<file path="config.mk">
export PLATFORM = sky130hd
export DESIGN_NAME = text_terminal_cursor_engine
export DESIGN_NICKNAME = d
export VERILOG_FILES = /design/src/rtl/ttce_pkg.sv /design/src/rtl/text_terminal_cursor_engine.sv
export SDC_FILE = /design/constraint.sdc
export NUM_CORES = 1
export LEC_CHECK = 0
export BUFFER_PORTS_ARGS = -buffer_cell sky130_fd_sc_hd__buf_2
export CORE_ASPECT_RATIO = 2
export CORE_MARGIN = 8
export CORE_UTILIZATION = 50
export CTS_BUF_LIST = sky130_fd_sc_hd__clkbuf_4 sky130_fd_sc_hd__clkbuf_8 sky130_fd_sc_hd__clkbuf_16
export CTS_CLUSTER_DIAMETER = 50
export DETAILED_ROUTE_END_ITERATION = 6
export PLACE_DENSITY_LB_ADDON = 0.25
export RECOVER_POWER = 50
export SETUP_SLACK_MARGIN = 0.05
export SYNTH_ARGS = -nofsm -noshare
export SYNTH_HDL_FRONTEND = slang
export SYNTH_SLANG_ARGS = --single-unit
export TNS_END_PERCENT = 5
</file>
<file path="constraint.sdc">
create_clock -name clk -period 4.4 [get_ports clk]
set_input_delay 0.88 -clock clk [delete_from_list [all_inputs] [get_ports clk]]
set_output_delay 0.88 -clock clk [all_outputs]
set_load 0.03 [all_outputs]
</file>
<file path="src/rtl/ttce_pkg.sv">
package ttce_pkg;

	localparam int CHAR_W  = 8;
	localparam int POS_W   = 8;
	localparam int COLOR_W = 24;
	localparam int ACT_W   = 2;
	localparam int IDX_W   = 2;
	localparam int DATA_W  = 3 * POS_W + 2 * COLOR_W;

	localparam logic [ACT_W-1:0] ACT_DRAW   = 2'd0;
	localparam logic [ACT_W-1:0] ACT_SCROLL = 2'd1;
	localparam logic [ACT_W-1:0] ACT_CLEAR  = 2'd2;

	localparam logic CMD_PUT   = 1'b0;
	localparam logic CMD_CLEAR = 1'b1;

	localparam logic [CHAR_W-1:0] CH_BS    = 8'd8;
	localparam logic [CHAR_W-1:0] CH_TAB   = 8'd9;
	localparam logic [CHAR_W-1:0] CH_LF    = 8'd10;
	localparam logic [CHAR_W-1:0] CH_CR    = 8'd13;
	localparam logic [CHAR_W-1:0] CH_SPACE = 8'd32;

	localparam logic [POS_W:0] TAB_STEP = 9'd4;

	localparam logic [IDX_W-1:0] REG_NUM_COLS = 2'd0;
	localparam logic [IDX_W-1:0] REG_NUM_ROWS = 2'd1;
	localparam logic [IDX_W-1:0] REG_FG_COLOR = 2'd2;
	localparam logic [IDX_W-1:0] REG_BG_COLOR = 2'd3;

	localparam logic [POS_W-1:0]   RST_NUM_COLS = 8'd80;
	localparam logic [POS_W-1:0]   RST_NUM_ROWS = 8'd25;
	localparam logic [COLOR_W-1:0] RST_FG_COLOR = 24'hFFFFFF;
	localparam logic [COLOR_W-1:0] RST_BG_COLOR = 24'h000000;

endpackage

</file>
<file path="src/rtl/text_terminal_cursor_engine.sv">
// a transferred command is held in ST_CMD, which registers its result; a tab or newline goes on to ST_TAB or ST_LINE
// a tab that draws nothing and only scrolls passes from ST_TAB to ST_LINE, which registers the scroll result
// a tab stays in ST_TAB and draws one blank cell per step until it reaches its stop
// a line advance after a wrap, a tab or a newline goes through ST_LINE, and a stalled result holds the sequencer
// one command at a time: s_tready is high only while the sequencer is idle
// reset: cursor homed, registers 80 columns, 25 rows, white on black, no result
module text_terminal_cursor_engine (
	input  logic                          clk,
	input  logic                          arst_n,
	input  logic                          s_tvalid,
	output logic                          s_tready,
	input  logic [ttce_pkg::CHAR_W-1:0]   s_tdata,   // char_code
	input  logic                          s_tuser,   // command
	output logic                          m_tvalid,
	input  logic                          m_tready,
	output logic [ttce_pkg::DATA_W-1:0]   m_tdata,   // column, row, glyph, draw_fg, draw_bg
	output logic [ttce_pkg::ACT_W-1:0]    m_tuser,   // action
	output logic                          m_tlast,
	input  logic                          cfg_we,
	input  logic [ttce_pkg::IDX_W-1:0]    cfg_index,
	input  logic [ttce_pkg::COLOR_W-1:0]  cfg_wdata
);
	import ttce_pkg::*;

	typedef enum logic [1:0] {
		ST_IDLE,
		ST_CMD,
		ST_TAB,
		ST_LINE
	} state_t;

	state_t               state_q;
	logic [POS_W-1:0]     num_cols_q;
	logic [POS_W-1:0]     num_rows_q;
	logic [COLOR_W-1:0]   fg_color_q;
	logic [COLOR_W-1:0]   bg_color_q;
	logic [POS_W-1:0]     cursor_col_q;
	logic [POS_W-1:0]     cursor_row_q;
	logic                 cmd_q;
	logic [CHAR_W-1:0]    char_q;
	logic [POS_W:0]       tab_stop_q;
	logic                 out_valid_q;
	logic [ACT_W-1:0]     out_act_q;
	logic [DATA_W-1:0]    out_data_q;
	logic                 out_last_q;

	logic           slot_free;
	logic [POS_W:0] col_ext;
	logic [POS_W:0] col_inc;
	logic [POS_W:0] row_inc;
	logic [POS_W:0] cols_ext;
	logic           line_scrolls;
	logic           col_wraps;
	logic           tab_here;
	logic           tab_more;
	logic           out_load;

	always_comb begin
		slot_free    = !out_valid_q || m_tready;
		col_ext      = {1'b0, cursor_col_q};
		col_inc      = col_ext + 9'd1;
		row_inc      = {1'b0, cursor_row_q} + 9'd1;
		cols_ext     = {1'b0, num_cols_q};
		line_scrolls = row_inc >= {1'b0, num_rows_q};
		col_wraps    = col_inc >= cols_ext;
		tab_here     = (col_ext < tab_stop_q) && (col_ext < cols_ext);
		tab_more     = (col_inc < tab_stop_q) && (col_inc < cols_ext);
		// a new result enters the output register this cycle
		case (state_q)
			ST_CMD:  out_load = slot_free && ((cmd_q == CMD_CLEAR) ||
				(char_q == CH_BS && cursor_col_q != '0) ||
				!(char_q inside {CH_LF, CH_CR, CH_BS, CH_TAB}));
			ST_TAB:  out_load = slot_free && tab_here;
			ST_LINE: out_load = slot_free && line_scrolls;
			default: out_load = 1'b0;
		endcase
	end

	assign s_tready = (state_q == ST_IDLE);
	assign m_tvalid = out_valid_q;
	assign m_tdata  = out_data_q;
	assign m_tuser  = out_act_q;
	assign m_tlast  = out_last_q;

	always_ff @(posedge clk or negedge arst_n) begin
		if (!arst_n) begin
			num_cols_q <= RST_NUM_COLS;
			num_rows_q <= RST_NUM_ROWS;
			fg_color_q <= RST_FG_COLOR;
			bg_color_q <= RST_BG_COLOR;
		end else if (cfg_we) begin
			case (cfg_index)
				REG_NUM_COLS: num_cols_q <= cfg_wdata[POS_W-1:0];
				REG_NUM_ROWS: num_rows_q <= cfg_wdata[POS_W-1:0];
				REG_FG_COLOR: fg_color_q <= cfg_wdata;
				REG_BG_COLOR: bg_color_q <= cfg_wdata;
				default: ;
			endcase
		end
	end

	always_ff @(posedge clk or negedge arst_n) begin
		if (!arst_n) begin
			state_q      <= ST_IDLE;
			cursor_col_q <= '0;
			cursor_row_q <= '0;
			out_valid_q  <= 1'b0;
			cmd_q        <= CMD_PUT;
			char_q       <= '0;
			tab_stop_q   <= '0;
			out_act_q    <= ACT_DRAW;
			out_data_q   <= '0;
			out_last_q   <= 1'b0;
		end else begin
			out_valid_q <= out_load || (out_valid_q && !m_tready);
			case (state_q)
				ST_IDLE: begin
					if (s_tvalid) begin
						cmd_q   <= s_tuser;
						char_q  <= s_tdata;
						state_q <= ST_CMD;
					end
				end
				ST_CMD: begin
					if (slot_free) begin
						if (cmd_q == CMD_CLEAR) begin
							out_act_q    <= ACT_CLEAR;
							out_data_q   <= '0;
							out_last_q   <= 1'b1;
							cursor_col_q <= '0;
							cursor_row_q <= '0;
							state_q      <= ST_IDLE;
						end else begin
							case (char_q)
								CH_LF: state_q <= ST_LINE;
								CH_CR: begin
									cursor_col_q <= '0;
									state_q      <= ST_IDLE;
								end
								CH_BS: begin
									if (cursor_col_q != '0) begin
										cursor_col_q <= cursor_col_q - 8'd1;
										out_act_q    <= ACT_DRAW;
										out_data_q   <= {bg_color_q, fg_color_q, CH_SPACE,
											cursor_row_q, cursor_col_q - 8'd1};
										out_last_q   <= 1'b1;
									end
									state_q <= ST_IDLE;
								end
								CH_TAB: begin
									// next multiple of four above the cursor
									tab_stop_q <= {1'b0, cursor_col_q[POS_W-1:2], 2'b00} + TAB_STEP;
									state_q    <= ST_TAB;
								end
								default: begin
									out_act_q   <= ACT_DRAW;
									out_data_q  <= {bg_color_q, fg_color_q, char_q,
										cursor_row_q, cursor_col_q};
									// not last if a wrap will also scroll
									out_last_q  <= !(col_wraps && line_scrolls);
									if (col_wraps) begin
										state_q <= ST_LINE;
									end else begin
										cursor_col_q <= col_inc[POS_W-1:0];
										state_q      <= ST_IDLE;
									end
								end
							endcase
						end
					end
				end
				ST_TAB: begin
					if (tab_here) begin
						if (slot_free) begin
							out_act_q    <= ACT_DRAW;
							out_data_q   <= {bg_color_q, fg_color_q, CH_SPACE,
								cursor_row_q, cursor_col_q};
							out_last_q   <= !tab_more && !(col_inc >= cols_ext && line_scrolls);
							cursor_col_q <= col_inc[POS_W-1:0];
						end
					end else if (col_ext >= cols_ext) begin
						state_q <= ST_LINE;
					end else begin
						state_q <= ST_IDLE;
					end
				end
				ST_LINE: begin
					if (line_scrolls) begin
						if (slot_free) begin
							out_act_q    <= ACT_SCROLL;
							out_data_q   <= '0;
							out_last_q   <= 1'b1;
							cursor_col_q <= '0;
							state_q      <= ST_IDLE;
						end
					end else begin
						cursor_col_q <= '0;
						cursor_row_q <= row_inc[POS_W-1:0];
						state_q      <= ST_IDLE;
					end
				end
				default: state_q <= ST_IDLE;
			endcase
		end
	end

`ifndef NO_ASSERTIONS
	a_busy_after_transfer: assert property (@(posedge clk) disable iff (!arst_n)
		s_tvalid && s_tready |=> !s_tready)
		else $error("accepted a command while the previous one is in flight");

	a_clear_is_last: assert property (@(posedge clk) disable iff (!arst_n)
		m_tvalid && (m_tuser == ACT_CLEAR) |-> m_tlast)
		else $error("clear result not marked last");

	a_nondraw_zero: assert property (@(posedge clk) disable iff (!arst_n)
		m_tvalid && (m_tuser != ACT_DRAW) |-> (m_tdata == '0))
		else $error("scroll or clear result carries draw fields");

	a_tab_bound: assert property (@(posedge clk) disable iff (!arst_n)
		(state_q == ST_TAB) |-> ({1'b0, cursor_col_q} <= tab_stop_q))
		else $error("tab ran past its stop");
`endif

endmodule
</file>
[Word-level counts from Yosys, hierarchy flattened]
Cells that the tools add are included.
Word-level totals
  bits in registers: 176
  bits of input ports: 40
  output and inout bits: 77
  logic and storage cells: 138
Cells by class
  $add $sub $neg: 4
  order comparisons: 7
  eq/ne operators: 24
  muxes and demuxes: 51
  bitwise logic cells: 1
  reduce and logical (&&, ||, !) cells: 37
Operators with widths (count)
  $mux 72: 7
  $pmux 72 s3: 1
  $pmux 72 s2: 1
  $mux 8: 11
  $pmux 8 s3: 2
  $eq 8x4->1 const B: 4
  $mux 2: 14
  $add 8x1->9 const B: 2
  $ge 9x8->1: 2
  $ne 2x2->1 const B: 9
  $pmux 8 s2: 1
  $reduce_and 8->1: 2
  $pmux 2 s3: 2
  $reduce_and 4->1: 3
  $reduce_and 2->1: 5
  $add 8x3->9 const B: 1
  $logic_and 1x1->1: 9
  $lt 8x9->1: 1
  $lt 9x8->1: 1
  $lt 9x9->1: 1
  $ne 3x3->1 const B: 3
  $eq 2x2->1 const B: 4
  $ge 8x8->1: 1
  $lt 8x8->1: 1
  19 further kinds: 36

[Longest topological paths before layout]
Gate-level depths: netlist of run 1.
  depth after elaboration: 8
  gate-level depth with buffers: 14
  gate-level depth less buffers: 12

[Worst setup path before layout of run 1]
No wires, ideal clock.
  path type: reg-to-reg
  start point: register cursor_col_q[4]
  end point: register cursor_col_q[1]
  setup time: 0.125 ns
  arrival time: 3.128 ns
  required time: 4.275 ns
  path slack: 1.147 ns
  stages on the path, launching flop included: 13
  buffers on the path: 1
  period minus slack after synthesis: 3.253 ns
  cell sequence: dfrtp_1 -> clkbuf_1 -> nand3_1 -> nor3_1 -> xor2_1 -> ha_1 -> nand3_1 -> o22ai_1 -> nor3_1 -> a21boi_0 -> o21ba_2 -> nor2_1 -> mux2_2
On the way
  longest elaborated chain between the ends: 4
  elaborated cells between the ends (all ways): 10
  classes of those cells: add/sub: 1; order compare: 3; eq/ne: 3; reduce/logical: 3
RTL lines
  start, declared: RTL line text_terminal_cursor_engine.sv:37  | logic [POS_W-1:0] cursor_col_q;
  start signal, assigned: RTL line text_terminal_cursor_engine.sv:142  | cursor_col_q <= cursor_col_q - 8'd1;
  start signal, assigned: RTL line text_terminal_cursor_engine.sv:164  | cursor_col_q <= col_inc[POS_W-1:0];
  start signal, assigned: RTL line text_terminal_cursor_engine.sv:179  | cursor_col_q <= col_inc[POS_W-1:0];
  $add 8x1->9 (tied with other cells): RTL line text_terminal_cursor_engine.sv:61  | col_inc = col_ext + 9'd1;
  $ge 9x8->1 / $logic_and 1x1->1 (equally long branches): RTL line text_terminal_cursor_engine.sv:65, text_terminal_cursor_engine.sv:66
  $ne 5x5->1 (no source line) / $ne 2x2->1 (equally long branches)
  $reduce_and 8->1 (no source line) *
Every way passes the cells marked *; elsewhere a longest branch is shown, timed or not.
A chain may end at the register's enable or synchronous reset.

[Final worst setup path of run 1]
  start point: register cursor_col_q[4]
  end point: register cursor_col_q[0]
The elaborated chain is that of the path after synthesis.

==> results of run 1 <==
[metrics by stage]
step / utilization / total power, mW / cells / setup slack (ns)
final: 0.5797 / 6.575 / 1164 / 0.4733
after global routing: 0.5797 / 6.998 / 1164 / 0.1522
after CTS: 0.5814 / 6.664 / 1164 / 0.5642
after detailed placement: 0.5472 / 5.109 / 1133 / 0.6035
after global placement: 0.5472 / 5.051 / 1133 / 0.8196
after floorplan: - / 4.372 / 829 / 1.147
[report_power, final]
part	internal, mW	total (mW)	leakage, nW	switching, mW
Clock	0.874	1.52	0.294	0.647
Combinational	1.02	2.70	2.50	1.69
Sequential	2.05	2.35	2.13	0.305
Total	3.94	6.58	4.93	2.64
[logic make-up (layout without fill, tap and decap cells)]
kind of cell | after synthesis | count (layout) | share of synthesized area
flops | 174 | 174 | 0.4956
fa+ha+maj | 42 | 42 | 0.05931
xor+xnor | 18 | 18 | 0.01779
simple gates | 205 | 205 | 0.1079
mux | 151 | 151 | 0.1819
buf+inv | 138 | 260 | 0.06411
compound gates | 101 | 101 | 0.07344
[critical path: cells and delay by family, from the launching register on]
| family | cells | cell delay (ns) |
|---|---|---|
| flops | 1 | 0.63 |
| xor+xnor | 1 | 0.36 |
| simple gates | 5 | 1.32 |
| compound gates | 4 | 1.19 |
| fa+ha+maj | 1 | 0.32 |
[worst max-delay path by stage]
| stage | from | end | slack [ns] | cells past startpoint |
|---|---|---|---|---|
| global placement | cursor_col_q[4]$_DFFE_PN0P_ | cursor_col_q[0]$_DFFE_PN0P_ | 0.82 | 11 |
| floorplan | cursor_col_q[4]$_DFFE_PN0P_ | cursor_col_q[1]$_DFFE_PN0P_ | 1.15 | 12 |
| global route | cursor_col_q[4]$_DFFE_PN0P_ | cursor_col_q[0]$_DFFE_PN0P_ | 0.15 | 11 |
| detailed placement | cursor_col_q[4]$_DFFE_PN0P_ | cursor_col_q[0]$_DFFE_PN0P_ | 0.60 | 11 |
| finish | cursor_col_q[4]$_DFFE_PN0P_ | cursor_col_q[0]$_DFFE_PN0P_ | 0.47 | 11 |
| CTS | cursor_col_q[4]$_DFFE_PN0P_ | cursor_col_q[0]$_DFFE_PN0P_ | 0.56 | 11 |
[area by class of cell]
class / count / share of cell area
tap: 213 / 0.02610
clock inverter: 12 / 0.01520
sequential: 174 / 0.4300
clock buffer: 19 / 0.04375
multi-input combinational: 517 / 0.3828
inverter: 100 / 0.03676
timing repair buffer: 129 / 0.06532
[registers in the layout (all words and copies together), names as in the netlist]
| name | flops |
|---|---|
| m_tdata | 72 |
| m_tvalid | 1 |
| m_tuser | 2 |
| num_rows_q | 8 |
| cursor_col_q | 8 |
| fg_color_q | 24 |
| bg_color_q | 24 |
| cmd_q | 1 |
| char_q | 8 |
| m_tlast | 1 |
| state_q | 2 |
| cursor_row_q | 8 |
| tab_stop_q | 7 |
| num_cols_q | 8 |
[cell usage in the layout (no fill, tap or decap), drive strengths merged, types with 2 or more instances in the layout]
cell type and n:
o2bb2ai 3, nand2 105, a21boi 3, and3 3
xor2 6, o22ai 4, dfrtp 145, o2111a 2
and2 3, buf 120, a41oi 3, nand3b 3
nor2b 10, inv 105, a31oi 5, nand2b 4
o21a 4, nor3 11, xnor2 12, a21oi 26
dfstp 29, o21ai 33, bufinv 2, or3 3
or2 2, nor4 5, ha 42, nand4 9
mux2 80, clkinv 4, mux2i 71, clkbuf 28
nand3 21, o31ai 3, nor2 23
[metal layers]
layer	vias up	GRT usage	share of wire
li1	3029	-	-
met1	3070	0.2531	0.44
met2	190	0.2914	0.48
met3	29	0.03632	0.059
met4	0	0.07044	0.021
met5	-	0	0
==> summary.txt, run 1 <==
GRT Residual Overflow -> 0
Worst Setup End Kind -> flop
Placeable Area -> 0.01761 mm²
outcome -> finished with violations
vias per cell -> 5.428
Final setup viols -> 0
pwr dens -> 644.0 mW/mm²
dpl hpwl -> 14.55 mm
Rel. slew slack -> -0.4099
Chip Height -> 204.3 µm
CTS Buf Count -> 17
warnings from Yosys -> 0
Worst path max stage delay -> 0.63 ns
r2r endpoint -> cursor_col_q[0]$_DFFE_PN0P_
placed cell areas -> 0.009638 mm²
# port buffers -> 116
Max Cap Viol -> 4
hold crit path type -> flop to flop
top cells by area, synth -> dfrtp_1 (41%), mux2_2 (9.5%), dfstp_2 (8.6%), mux2i_1 (8.0%), ha_1 (5.9%)
RSZ-0062 raised after global routing -> false
violated checks -> capacitance limit, slew limit
Mapped Nets -> 911
count of cell types in the netlist -> 58
# rows -> 69
CTS Sinks -> 174
syn_area_per_cell -> 10.69 µm²
area grow syn2layout -> 15.24%
ys flop type -> dfrtp_1
critical path, cell by cell -> nand3_1 > nor3_1 > xor2_1 > ha_1 > nand3_1 > o22ai_1 > nor3_1 > a21boi_0 > o21bai_1 > nand3_1 > a211o_1
post-route ant nets -> 0
global-route wire length before repair -> 33.20 mm
Post-synth top cells -> dfrtp_1 (145), nand2_1 (105), inv_1 (100), mux2_2 (75), mux2i_1 (71)
CTS tree -> built
hold_buf cts -> 0
Vias -> 6318
# IOs -> 117
register area share after synthesis -> 0.4956
GRT Util Overall -> 0.1879
Post-Syn Area -> 0.008860 mm²
Yosys reg bits -> 174
slowest CP cell -> dfrtp_1
H-tree levels -> 4
final period utilization -> 0.8924
Crit Path Category -> flop to flop
Worst R2R Path Depth -> 11
Multi-input gate area -> 0.003909 mm²
layout net count -> 1021
DR iter-0 viols -> 271
WHS Endpoint -> m_tdata[7]$_DFFE_PN0P_
FF/Latch Area -> 0.004390 mm²
drt total wl -> 19.93 mm
# diodes -> 0
critical path launch point type -> flop
Crit Path Max Fanout -> 14
clk buf depth -> 2
Die X -> 110.1 µm
count of final hold-check violations -> 0
peak supply drop -> 450.5 µV
DRC -> 0
Reg2Reg Setup Slack -> 0.47 ns
CTS Root Cell -> clkbuf_16
# fillers -> 1569
worst path required time -> 4.70 ns
Synth async-reset ratio -> 1.000
most common cell in the netlist -> dfrtp_1
Post-synth EDFFs -> 0
Fin Hold WS -> 0.4851 ns
Worst Max-Slew Pin Slew -> 2.115 ns
placer congestion estimate -> 0.9407
share of layout cells above drive strength 1 -> 0.2797
vias in the first global route -> 6455
Syn Inst Count -> 829
Clock Latency Late Sink -> 0.42 ns
Peak Freq -> 0.2547 GHz
fin. max-slew vios -> 168
Period minus WS final -> 3.927 ns
drt first pass iters -> 5
initial antenna violation count -> 0
Post-CTS Setup Repair Bufs -> 0
CTS clk-pin slew, worst paths -> 0.07 ns
worst hold path startpoint -> m_tdata[7]$_DFFE_PN0P_
initial core utilization -> 0.5031
top cell type's share of synthesized area -> 0.4095
Die ar. -> 0.02249 mm²
Worst Clk Skew -> 0.009943 ns
P_leak -> 4.926 nW
largest net degree at the start of global routing -> 86
CP most frequent cell -> nand3_1
CP arrival -> 4.23 ns
post-route cell area -> 0.01021 mm²
WL/cell -> 17.12 µm
cell taking the most area after synthesis -> dfrtp_1
Total Neg Setup Slack -> 0 ns
Hold Path Cell Cnt -> 1
FF-to-FF Start -> cursor_col_q[4]$_DFFE_PN0P_
post-CTS sizing -> 0
Note: power is estimated with default switching activity, not from simulation.
==> run 2: changes to the inputs <==
--- a/config.mk
+++ b/config.mk
@@ -13,7 +13,6 @@
 export CTS_CLUSTER_DIAMETER = 50
 export DETAILED_ROUTE_END_ITERATION = 6
 export PLACE_DENSITY_LB_ADDON = 0.25
-export RECOVER_POWER = 50
 export SETUP_SLACK_MARGIN = 0.05
 export SYNTH_ARGS = -nofsm -noshare
 export SYNTH_HDL_FRONTEND = slang
==> summary.txt, run 2 (synthesis results as in run 1) <==
Worst Setup End Kind -> flop
count of final hold-check violations -> 0 (unchanged)
area grow syn2layout -> 15.58%
sequential share of power -> 0.358 (about the same)
post-route ant nets -> 0 (unchanged)
FF/Latch Area -> 0.004390 mm² (unchanged)
FF-to-FF Start -> cursor_col_q[4]$_DFFE_PN0P_
Rel. slew slack -> 0.2585 (+0.6684)
met2 Usage GRT -> 0.2914 (unchanged)
share of layout cells above drive strength 1 -> 0.2871 (+0.007361)
critical path launch point type -> flop
critical path, cell by cell -> nand3_1 > nor3_1 > xor2_1 > ha_1 > nand3_1 > o22ai_1 > nor3_1 > a21boi_0 > o21bai_1 > nand3_1 > a211o_1
CTS Root Cell -> clkbuf_16
clk buf depth -> 2 (unchanged)
Worst R2R Path Depth -> 11 (unchanged)
placed cell areas -> 0.009638 mm² (unchanged)
Die X -> 110.1 µm (unchanged)
Bufs and invs on worst path -> 0 (unchanged)
DRC -> 0 (unchanged)
worst hold path startpoint -> m_tdata[7]$_DFFE_PN0P_
Die ar. -> 0.02249 mm² (unchanged)
drt first pass iters -> 6 (+1)
DR iter-0 viols -> 245 (-9.6%)
hold_buf cts -> 0 (unchanged)
switching fraction of total power -> 0.4004 (-0.0007786)
WHS Endpoint -> m_tdata[7]$_DFFE_PN0P_
H-tree levels -> 4 (unchanged)
fin. max-slew vios -> 0 (-100%)
Peak Freq -> 0.2603 GHz (+2.2%)
met3 usage -> 0.03632 (unchanged)
CP most frequent cell -> nand3_1
slowest CP cell -> dfrtp_1
# rows -> 69 (unchanged)
Final setup viols -> 0 (unchanged)
Reg2Reg Setup Slack -> 0.56 ns (+0.09 ns)
Crit Path Max Fanout -> 14 (unchanged)
RSZ-0062 raised after global routing -> false
dpl hpwl -> 14.55 mm (unchanged)
Total Neg Setup Slack -> 0 ns (unchanged)
final period utilization -> 0.8730 (-0.01942)
layout net count -> 1021 (unchanged)
peak supply drop -> 450.4 µV (about the same)
Crit. Startpoint -> cursor_col_q[4]$_DFFE_PN0P_
most common cell after layout, fill and taps aside -> dfrtp_1
GRT Util Overall -> 0.1879 (unchanged)
WL/cell -> 17.09 µm (-0.20%)
# IOs -> 117 (unchanged)
P_leak -> 4.952 nW (+0.52%)
Crit Path Category -> flop to flop
vias in the first global route -> 6455 (unchanged)
CTS Buf Count -> 17 (unchanged)
GRT Residual Overflow -> 0 (unchanged)
initial antenna violation count -> 0 (unchanged)
Int Pwr -> 3.939 mW (about the same)
largest net degree at the start of global routing -> 86 (unchanged)
Worst Clk Skew -> 0.009319 ns (-0.0006244 ns)
most frequent cells in the layout -> dfrtp_1 (145), buf_2 (115), nand2_1 (104), inv_1 (100), mux2_2 (75)
Post-CTS Setup Repair Bufs -> 0 (unchanged)
post-route cell area -> 0.01024 mm² (+0.29%)
Chip Height -> 204.3 µm (unchanged)
Worst Max-Slew Pin Slew -> 1.108 ns (-1.006 ns)
Power Total -> 6.570 mW (about the same)
met1 usage -> 0.2531 (unchanged)
CP delay by family, top -> simple AND/OR/NAND/NOR gates
global-route wire length before repair -> 33.20 mm (unchanged)
outcome -> complete, no violations
# fillers -> 1565 (-0.25%)
Sw Pwr -> 2.631 mW (-0.27%)
Max Cap Viol -> 0 (-4)
busiest grt layer -> met2
drt total wl -> 19.89 mm (-0.20%)
Placeable Area -> 0.01761 mm² (unchanged)
combinational fraction of design power -> 0.410 (about the same)
CTS Sinks -> 174 (unchanged)
Multi-input gate area -> 0.003909 mm² (unchanged)
CP arrival -> 4.14 ns (-0.09 ns)
CTS clk-pin slew, worst paths -> 0.07 ns (about the same)
r2r endpoint -> cursor_col_q[0]$_DFFE_PN0P_
post-CTS sizing -> 0 (unchanged)
CTS tree -> built
placer congestion estimate -> 0.9407 (unchanged)
worst path required time -> 4.70 ns (about the same)
Clock Latency Late Sink -> 0.42 ns (about the same)
# port buffers -> 116 (unchanged)
Hold Path Cell Cnt -> 1 (unchanged)
initial core utilization -> 0.5031 (unchanged)
pwr dens -> 641.6 mW/mm² (-0.37%)
max reg flops -> 72 (unchanged)
# diodes -> 0 (unchanged)
hold crit path type -> flop to flop
Vias -> 6278 (-0.63%)
Worst path max stage delay -> 0.62 ns (about the same)
vias per cell -> 5.393 (-0.63%)
Period minus WS final -> 3.841 ns (-0.08543 ns)
power share of the clock group -> 0.231 (about the same)
run 2: cell types whose count changed in the layout (fill, tap and decap cells not counted):
cell	before	now
clkbuf_2	2	0
clkbuf_1	7	0
buf_6	0	1
buf_4	6	12
buf_2	113	115
run 2: area by class of cell:
class,instances,share of cell area
tap,213,0.02603
multi-input combinational,517,0.3817
sequential,174,0.4288
timing repair buffer,129,0.06806
clock inverter,12,0.01515
inverter,100,0.03666
clock buffer,19,0.04362
run 2: per-layer routing:
metal,vias to the layer above,share of wire
li1,3029,-
met1,3045,0.45
met2,173,0.48
met3,31,0.055
met4,0,0.022
met5,-,0
run 2: per-stage QoR:
stage          setup slack, ns  hold slack [ns]  utilization  std cells
6_report                0.5587           0.4851       0.5814       1164
4_1_cts                 0.5642           0.4939       0.5814       1164
5_1_grt                 0.1522           0.5037       0.5814       1164
3_5_place_dp            0.6035           0.4705       0.5472       1133
3_3_place_gp            0.8196           0.4643       0.5472       1133
2_1_floorplan            1.147           0.4793            -        829
run 2: how the worst max path moves through the flow:
stage,to,slack (ns),depth (start not counted)
after floorplan,cursor_col_q[1]$_DFFE_PN0P_,1.15,12
after global placement,cursor_col_q[0]$_DFFE_PN0P_,0.82,11
after detailed placement,cursor_col_q[0]$_DFFE_PN0P_,0.60,11
after CTS,cursor_col_q[0]$_DFFE_PN0P_,0.56,11
after global routing,cursor_col_q[0]$_DFFE_PN0P_,0.15,11
final,cursor_col_q[0]$_DFFE_PN0P_,0.56,11
run 2: power groups by stage:
| stage | Sequential, mW | Clock [mW] | Combinational, mW |
|---|---|---|---|
| 2_1_floorplan | 2.69 | 0 | 1.68 |
| 3_3_place_gp | 2.37 | 0 | 2.69 |
| 3_5_place_dp | 2.38 | 0 | 2.73 |
| 4_1_cts | 2.35 | 1.57 | 2.74 |
| 5_1_grt | 2.41 | 1.62 | 2.96 |
| 6_report | 2.35 | 1.52 | 2.70 |
